$ cat config.mk
export PLATFORM = sky130hd
export DESIGN_NAME = knn_topk_majority_vote_unit
export DESIGN_NICKNAME = d
export VERILOG_FILES = /design/src/kmv_pkg.sv /design/src/kmv_cell.sv /design/src/knn_topk_majority_vote_unit.sv
export SDC_FILE = /design/constraint.sdc
export NUM_CORES = 2
export LEC_CHECK = 0
export ABC_AREA = 1
export BUFFER_PORTS_ARGS = -buffer_cell sky130_fd_sc_hd__buf_2
export CAP_MARGIN = 10
export CORE_MARGIN = 2
export CORE_UTILIZATION = 35
export CTS_CLUSTER_SIZE = 20
export DETAILED_ROUTE_END_ITERATION = 10
export PLACE_DENSITY = 0.56
export SLEW_MARGIN = 10
export SYNTH_ARGS = -nofsm -noshare
export SYNTH_HDL_FRONTEND = slang
export SYNTH_SLANG_ARGS = --single-unit
$ cat constraint.sdc
create_clock -name clk -period 9.6 [get_ports clk]
set_input_delay 0.48 -clock clk [delete_from_list [all_inputs] [get_ports clk]]
set_output_delay 0.48 -clock clk [all_outputs]
set_load 0.02 [all_outputs]
$ cat src/kmv_pkg.sv
// ---------------------------------------------------------------------------
// kmv_pkg
// Shared types and constants of the knn top-k majority vote unit.
// ---------------------------------------------------------------------------
`default_nettype none

package kmv_pkg;

  localparam int MAX_NEIGHBOURS = 16;
  localparam int CLASS_COUNT    = 16;
  localparam int DISTANCE_BITS  = 32;

  localparam int CNT_W   = $clog2(MAX_NEIGHBOURS + 1);
  localparam int CLASS_W = 4;
  localparam int ADDR_W  = 3;

  // register index, taken from paddr[ADDR_W-1:2]
  localparam logic [ADDR_W-3:0] REG_NEIGHBOUR_COUNT = '0;

  typedef struct packed {
    logic [DISTANCE_BITS-1:0] distance;
    logic [CLASS_W-1:0]       class_label;
    logic                     last;
  } in_word_t;

  typedef struct packed {
    logic [CLASS_W-1:0] winning_class;
    logic [CNT_W-1:0]   winning_votes;
  } out_word_t;

  // one kept neighbour
  typedef struct packed {
    logic [DISTANCE_BITS-1:0] key;
    logic [CLASS_W-1:0]       cls;
  } entry_t;

  // per-cycle command broadcast to every cell
  typedef struct packed {
    logic ins;    // insert the new word into the sorted row
    logic grow;   // insertion adds one occupied cell
    logic drain;  // shift the row toward cell 0 for the vote
  } cell_ctrl_t;

  typedef enum logic [1:0] {
    ST_COLLECT,
    ST_DRAIN,
    ST_REPORT
  } state_t;

endpackage

`default_nettype wire

$ cat src/kmv_cell.sv
// ---------------------------------------------------------------------------
// kmv_cell
// One slot of the sorted neighbour row: compares the new word against its
// own distance, takes the new word or its left neighbour on insertion, and
// takes its right neighbour while the row drains.
// ---------------------------------------------------------------------------
`default_nettype none

module kmv_cell (
  input  wire logic                clk,
  input  wire logic                rst,
  input  wire kmv_pkg::cell_ctrl_t ctrl,
  input  wire kmv_pkg::entry_t     item_entry,
  input  wire logic                prev_keep,
  input  wire logic                prev_valid,
  input  wire kmv_pkg::entry_t     prev_entry,
  input  wire logic                next_valid,
  input  wire kmv_pkg::entry_t     next_entry,
  output logic                     keep,
  output logic                     valid,
  output kmv_pkg::entry_t          entry
);

  // equal distances stay ahead of the new word
  assign keep = valid && (entry.key <= item_entry.key);

  // occupancy
  always_ff @(posedge clk) begin
    if (rst) begin
      valid <= 1'b0;
    end else if (ctrl.drain) begin
      valid <= next_valid;
    end else if (ctrl.ins && ctrl.grow) begin
      valid <= prev_valid;
    end
  end

  // contents
  always_ff @(posedge clk) begin
    if (ctrl.drain) begin
      entry <= next_entry;
    end else if (ctrl.ins && !keep) begin
      entry <= prev_keep ? item_entry : prev_entry;
    end
  end

endmodule

`default_nettype wire

$ cat src/knn_topk_majority_vote_unit.sv
// ---------------------------------------------------------------------------
// knn_topk_majority_vote_unit
// Keeps the k nearest neighbours of a query in a sorted row of cells and
// reports the majority class once the last instance has been taken in.
// ---------------------------------------------------------------------------
//  channel  | direction | handshake                 | word
//  ---------+-----------+---------------------------+---------------------------
//  item     | in        | item_valid / item_stall   | distance, class_label, last
//  result   | out       | result_valid / result_stall | winning_class, winning_votes
//  config   | in        | apb psel / penable        | neighbour_count at 0x0
//
//  one instance word per cycle while a query is collected
//  the word marked last starts the vote: the row of n kept neighbours (at most
//  16) shifts out past the tally, then the report step loads the result
//  item_stall is high from the vote until the result register is loaded
//  a stalled result holds the unit in its report step
//  synchronous active-high reset empties the row, tally and result register
// ---------------------------------------------------------------------------
`default_nettype none

module knn_topk_majority_vote_unit (
  input  wire logic                              clk,
  input  wire logic                              rst,
  input  wire logic                              item_valid,
  output logic                                   item_stall,
  input  wire kmv_pkg::in_word_t                 item,
  output logic                                   result_valid,
  input  wire logic                              result_stall,
  output kmv_pkg::out_word_t                     result,
  input  wire logic                              psel,
  input  wire logic                              penable,
  input  wire logic                              pwrite,
  input  wire logic [kmv_pkg::ADDR_W-1:0]        paddr,
  input  wire logic [31:0]                       pwdata,
  output logic [31:0]                            prdata,
  output logic                                   pready
);

  localparam int N = kmv_pkg::MAX_NEIGHBOURS;
  localparam int CW = kmv_pkg::CNT_W;

  kmv_pkg::state_t     state, state_next;
  kmv_pkg::cell_ctrl_t ctrl;
  kmv_pkg::entry_t     item_entry;
  kmv_pkg::entry_t     cell_entry [N];
  logic [N-1:0]        cell_keep;
  logic [N-1:0]        cell_valid;

  logic [CW-1:0]                   neighbour_count;
  logic [CW-1:0]                   k_eff;
  logic [CW-1:0]                   filled;
  logic [CW-1:0]                   tally [kmv_pkg::CLASS_COUNT];
  logic [kmv_pkg::CLASS_W-1:0]     best_cls;
  logic [CW-1:0]                   best_votes;
  logic [CW-1:0]                   tally_inc;
  logic [kmv_pkg::CLASS_W-1:0]     vote_cls;
  logic                            accept;
  logic                            grow;
  logic                            any_greater;
  logic                            load;
  logic                            cfg_hit;

  // apb register
  assign pready  = 1'b1;
  assign cfg_hit = (paddr[kmv_pkg::ADDR_W-1:2] == kmv_pkg::REG_NEIGHBOUR_COUNT);
  assign prdata  = cfg_hit ? 32'(neighbour_count) : '0;

  always_ff @(posedge clk) begin
    if (rst) begin
      neighbour_count <= CW'(1);
    end else if (psel && penable && pwrite && pready && cfg_hit) begin
      neighbour_count <= pwdata[CW-1:0];
    end
  end

  // effective k: zero means one, large values saturate
  always_comb begin
    if (neighbour_count == '0) begin
      k_eff = CW'(1);
    end else if (neighbour_count > CW'(N)) begin
      k_eff = CW'(N);
    end else begin
      k_eff = neighbour_count;
    end
  end

  // insertion decision
  assign item_stall  = (state != kmv_pkg::ST_COLLECT);
  assign accept      = item_valid && !item_stall;
  assign grow        = (filled < k_eff);
  assign any_greater = |(cell_valid & ~cell_keep);
  assign item_entry  = '{key: item.distance, cls: item.class_label};

  always_comb begin
    ctrl.grow  = grow;
    ctrl.ins   = accept && (grow || any_greater);
    ctrl.drain = (state == kmv_pkg::ST_DRAIN);
  end

  // sorted row of cells
  for (genvar i = 0; i < N; i++) begin : g_cell
    logic            prev_keep;
    logic            prev_valid;
    logic            next_valid;
    kmv_pkg::entry_t prev_entry;
    kmv_pkg::entry_t next_entry;

    if (i == 0) begin : g_head
      assign prev_keep  = 1'b1;
      assign prev_valid = 1'b1;
      assign prev_entry = item_entry;
    end else begin : g_body
      assign prev_keep  = cell_keep[i-1];
      assign prev_valid = cell_valid[i-1];
      assign prev_entry = cell_entry[i-1];
    end

    if (i == N - 1) begin : g_tail
      assign next_valid = 1'b0;
      assign next_entry = '0;
    end else begin : g_inner
      assign next_valid = cell_valid[i+1];
      assign next_entry = cell_entry[i+1];
    end

    kmv_cell u_cell (
      .clk        (clk),
      .rst        (rst),
      .ctrl       (ctrl),
      .item_entry (item_entry),
      .prev_keep  (prev_keep),
      .prev_valid (prev_valid),
      .prev_entry (prev_entry),
      .next_valid (next_valid),
      .next_entry (next_entry),
      .keep       (cell_keep[i]),
      .valid      (cell_valid[i]),
      .entry      (cell_entry[i])
    );
  end

  // fill count
  always_ff @(posedge clk) begin
    if (rst) begin
      filled <= '0;
    end else if (ctrl.drain) begin
      filled <= filled - CW'(1);
    end else if (ctrl.ins && grow) begin
      filled <= filled + CW'(1);
    end
  end

  // sequencer
  always_ff @(posedge clk) begin
    if (rst) begin
      state <= kmv_pkg::ST_COLLECT;
    end else begin
      state <= state_next;
    end
  end

  always_comb begin
    state_next = state;
    load       = 1'b0;
    unique case (state)
      kmv_pkg::ST_COLLECT: begin
        if (accept && item.last) state_next = kmv_pkg::ST_DRAIN;
      end
      kmv_pkg::ST_DRAIN: begin
        if (filled == CW'(1)) state_next = kmv_pkg::ST_REPORT;
      end
      kmv_pkg::ST_REPORT: begin
        if (!result_valid || !result_stall) begin
          load       = 1'b1;
          state_next = kmv_pkg::ST_COLLECT;
        end
      end
      default: state_next = kmv_pkg::ST_COLLECT;
    endcase
  end

  // tally of the class leaving cell 0, running best with lowest class on ties
  assign vote_cls  = cell_entry[0].cls;
  assign tally_inc = tally[vote_cls] + CW'(1);

  always_ff @(posedge clk) begin
    if (rst || load) begin
      for (int c = 0; c < kmv_pkg::CLASS_COUNT; c++) tally[c] <= '0;
      best_cls   <= '0;
      best_votes <= '0;
    end else if (ctrl.drain) begin
      tally[vote_cls] <= tally_inc;
      if (tally_inc > best_votes || (tally_inc == best_votes && vote_cls < best_cls)) begin
        best_cls   <= vote_cls;
        best_votes <= tally_inc;
      end
    end
  end

  // result register
  always_ff @(posedge clk) begin
    if (rst) begin
      result_valid <= 1'b0;
    end else if (load) begin
      result_valid <= 1'b1;
    end else if (!result_stall) begin
      result_valid <= 1'b0;
    end
  end

  always_ff @(posedge clk) begin
    if (load) begin
      result <= '{winning_class: best_cls, winning_votes: best_votes};
    end
  end

endmodule

`default_nettype wire

==> impl_metrics.tcl <==
set metrics [dict create \
    vias 40250 \
    finalSetupTns_ps 0 \
    htree_levels 3 \
    worstSetupPathType "primary input to flip-flop" \
    synthCells 5641 \
    grt_pass1_vias 38510 \
    viasPerCell 5.448 \
    clk_pin_slew_ps 60 \
    p_leak_uw 0.02241 \
    grt_util_met2_pct 34.58 \
    area_growth_pct 10.06 \
    reg2reg_from "g_cell[10].u_cell.entry[31]" \
    fin_skew_ps 35.32 \
    total_power_uw 17600 \
    port_buffers 65 \
    peakVddDrop_v 0.0002510 \
    ys_types 46 \
    synth_edf_count 629 \
    die_h_um 371.4 \
    arrival_ps 5930 \
    post_cts_buffers 0 \
    crit_chain "buf_2, inv_1, ha_1, nand2_1, nor2_1, nand2_1, nor4_2, nand4_1, nand3_1, nand2_1, inv_1, nand2_1, nor2_1, nand2_4, buf_4, nand3_1, nand2_2, buf_4" \
    cp_max_fo 36 \
    grt_overflow 0 \
    hold_viol 0 \
    cts.sinks 707 \
    coreArea_mm2 0.1338 \
    critPathLaunchType "primary input" \
    post_cts_resize_count 0 \
    drt-total-wl_um 153800 \
    status "finished clean" \
    synth_area_per_cell_um2 8.376 \
    antenna_found_initial 6 \
    critical-path-slowest-cell "nor4_2" \
    multiInputGateArea_mm2 0.02283 \
    crit_start "item[31]" \
    io_pins 123 \
    drt_iter0_drc 3942 \
    synth_ff_type "edfxtp_1" \
    reg2reg_depth 16 \
    power_density_mw_per_mm2 338.4 \
    netlist_area_mm2 0.04725 \
    dieWidth_um 371.4 \
    min_path_type "primary input to flip-flop" \
    grt_use_met3_pct 3.511 \
    grt_first_pass_wirelength_um 232400 \
    finalInstanceArea_mm2 0.05200 \
    critPathMostFrequentCell "nand2_1" \
    critPathCapture "g_cell[13].u_cell.entry[31]" \
    grt_max_degree 209 \
    relSlewSlack_pct 18.17 \
    clock.fmax_mhz 181.0 \
    dieArea_mm2 0.1380 \
    wire_per_inst_um 20.81 \
    gp_congestion 0.8475 \
    dp_slack_ps 3503 \
    end_kind "flip-flop" \
    ant_nets 0 \
    seq_area_mm2 0.02045 \
    maxSlewViolCount 0 \
    cts_buffers 87 \
    drcViolationCount 0 \
    finalSetupViolCount 0 \
    gr-max-usage-layer "met2" \
    dp_hpwl_um 103600 \
    layout.nets 6152 \
    ys_ff_latch 707 \
    cts-root-to-sink-buffers 3 \
    nFillCells 13660 \
    dr.pass1.iters 5 \
    root_buffer "clkbuf_16" \
    drive_gt1_share_pct 5.678 \
    rows 134 \
    clk_latency_ps 710 \
    worstReg2RegEnd "g_cell[13].u_cell.entry[31]" \
    max_stage_delay_ps 670 \
    rsz0062_at_grt "false" \
    synthArstFlopShare_pct 0 \
    hold_buffers 1 \
    holdWs_ps 47.88 \
    ys_warn_count 0 \
    start_util_pct 35.32 \
    required_ps 10010 \
    fin_ws_ps 4075 \
    period_share_pct 57.55 \
    grt.total_usage_pct 21.86 \
    drv_cap 0 \
    use_met1_pct 30.72 \
    cts_tree "built" \
    worst_slew_pin_slew_ps 1223 \
    place_area_mm2 0.04905 \
    yosysSeqAreaShare_pct 43.28 \
    rrSetupSlack_ps 4350 \
    final.min_clock_period_ps 5525 \
]
==> flip-flops by register name (all words and copies together) (netlist names), 4 cells and up, named ones only <==
| signal | count |
|---|---|
| tally | 80 |
| neighbour_count | 5 |
| g_cell.u_cell.entry | 576 |
| best_votes | 5 |
| g_cell.u_cell.valid | 16 |
| result | 9 |
| best_cls | 4 |
| filled | 5 |
==> worst max-delay path: cells and delay by family <==
kind | cells | cell delay [ps]
and+or+nand+nor | 12 | 3270
buffers and inverters | 5 | 1660
adders and majority gates | 1 | 460
==> cell type report <==
cell class / instances / share of cell area [%]
clock inverters: 41 / 0.9191
flip-flops and latches: 707 / 39.32
repair buffers: 129 / 1.602
clock buffers: 121 / 4.742
diodes: 1 / 0.004812
inverters: 726 / 5.255
multi-input cells: 3894 / 43.90
well taps: 1768 / 4.254
==> per-layer routing <==
metal	vias up	share of wire, %
li1	19430	-
met5	-	0.0078
met4	2	2.8
met3	206	7.2
met2	1345	44
met1	19270	46
==> worst min-delay path by stage <==
stage          slack, ps        end  depth (start not counted)          start
2_1_floorplan        410  result[3]                          0  best_votes[3]
3_3_place_gp         420  result[3]                          0  best_votes[3]
3_5_place_dp         420  result[3]                          0  best_votes[3]
4_1_cts                3   state[0]                          3        item[0]
5_1_grt               20   state[0]                          3        item[0]
6_report              50   state[0]                          3        item[0]
==> kinds of logic after synthesis <==
group,share of synthesized area (%)
xor gates and xnor gates,0.1033
other,0.01589
buffers and inverters,8.818
AOI/OAI and AO/OA,21.80
and+or+nand+nor,11.58
DFF,43.28
muxes,0.4237
adders and majority gates,13.98
==> through the flow <==
step	utilization, %	instances
4_1_cts	38.87	7386
6_report	38.87	7387
3_3_place_gp	36.66	7223
2_1_floorplan	-	5667
3_5_place_dp	36.66	7223
5_1_grt	38.87	7386
==> Yosys cell counts, types with 2 or more instances <==
master,count,area share (%)
nand4_1,78,1.0
o22ai_1,69,0.91
a211oi_1,10,0.16
nor3_2,2,0.042
nand3_2,2,0.042
o21ai_0,1129,12
clkbuf_1,263,2.1
nand2_2,2,0.026
conb_1,2,0.016
nor4_1,5,0.066
nand3_1,60,0.64
inv_1,723,5.7
a311oi_1,3,0.056
o21ai_1,6,0.064
and2_1,2,0.026
xor2_2,3,0.10
nor4_2,14,0.37
o21bai_1,13,0.21
buf_2,18,0.19
buf_4,36,0.57
dfxtp_1,78,3.3
nor2_1,348,2.8
edfxtp_1,629,40
nand3b_1,7,0.11
buf_1,22,0.17
nand2_1,784,6.2
nor3_1,13,0.14
o211ai_1,28,0.44
mux2i_1,20,0.42
ha_1,528,14
o21a_1,31,0.49
a21oi_1,696,7.4
o31ai_1,2,0.032
a21o_1,2,0.032
inv_2,2,0.016
==> power by group <==
| part | internal, uW | total (uW) | leakage [uW] | switching, uW |
|---|---|---|---|---|
| combinational | 2540 | 7930 | 0.0142 | 5390 |
| clock | 2040 | 3480 | 0.00144 | 1440 |
| sequential | 5390 | 6190 | 0.00681 | 795 |
==> cells in the final DEF (no fill, tap or decap), drive strengths merged, types with 2 or more instances in the layout <==
cell / netlist / routed
clkinvlp: 0 / 2
nand2: 787 / 787
nor2: 349 / 349
a21o: 2 / 2
clkbuf: 263 / 121
a311oi: 3 / 3
xor2: 3 / 3
nand4: 78 / 78
mux2i: 20 / 20
a21oi: 696 / 696
bufinv: 0 / 9
o21a: 31 / 31
o21bai: 13 / 13
buf: 77 / 128
nand3: 63 / 63
o31ai: 2 / 2
and2: 2 / 2
inv: 725 / 731
o211ai: 28 / 28
dfxtp: 78 / 78
nor3: 15 / 15
nand3b: 7 / 7
nor4: 19 / 19
conb: 2 / 28
a211oi: 10 / 10
o21ai: 1135 / 1135
edfxtp: 629 / 629
clkinv: 1 / 25
ha: 528 / 528
o22ai: 69 / 69
Power figures use the tool's default switching activity.
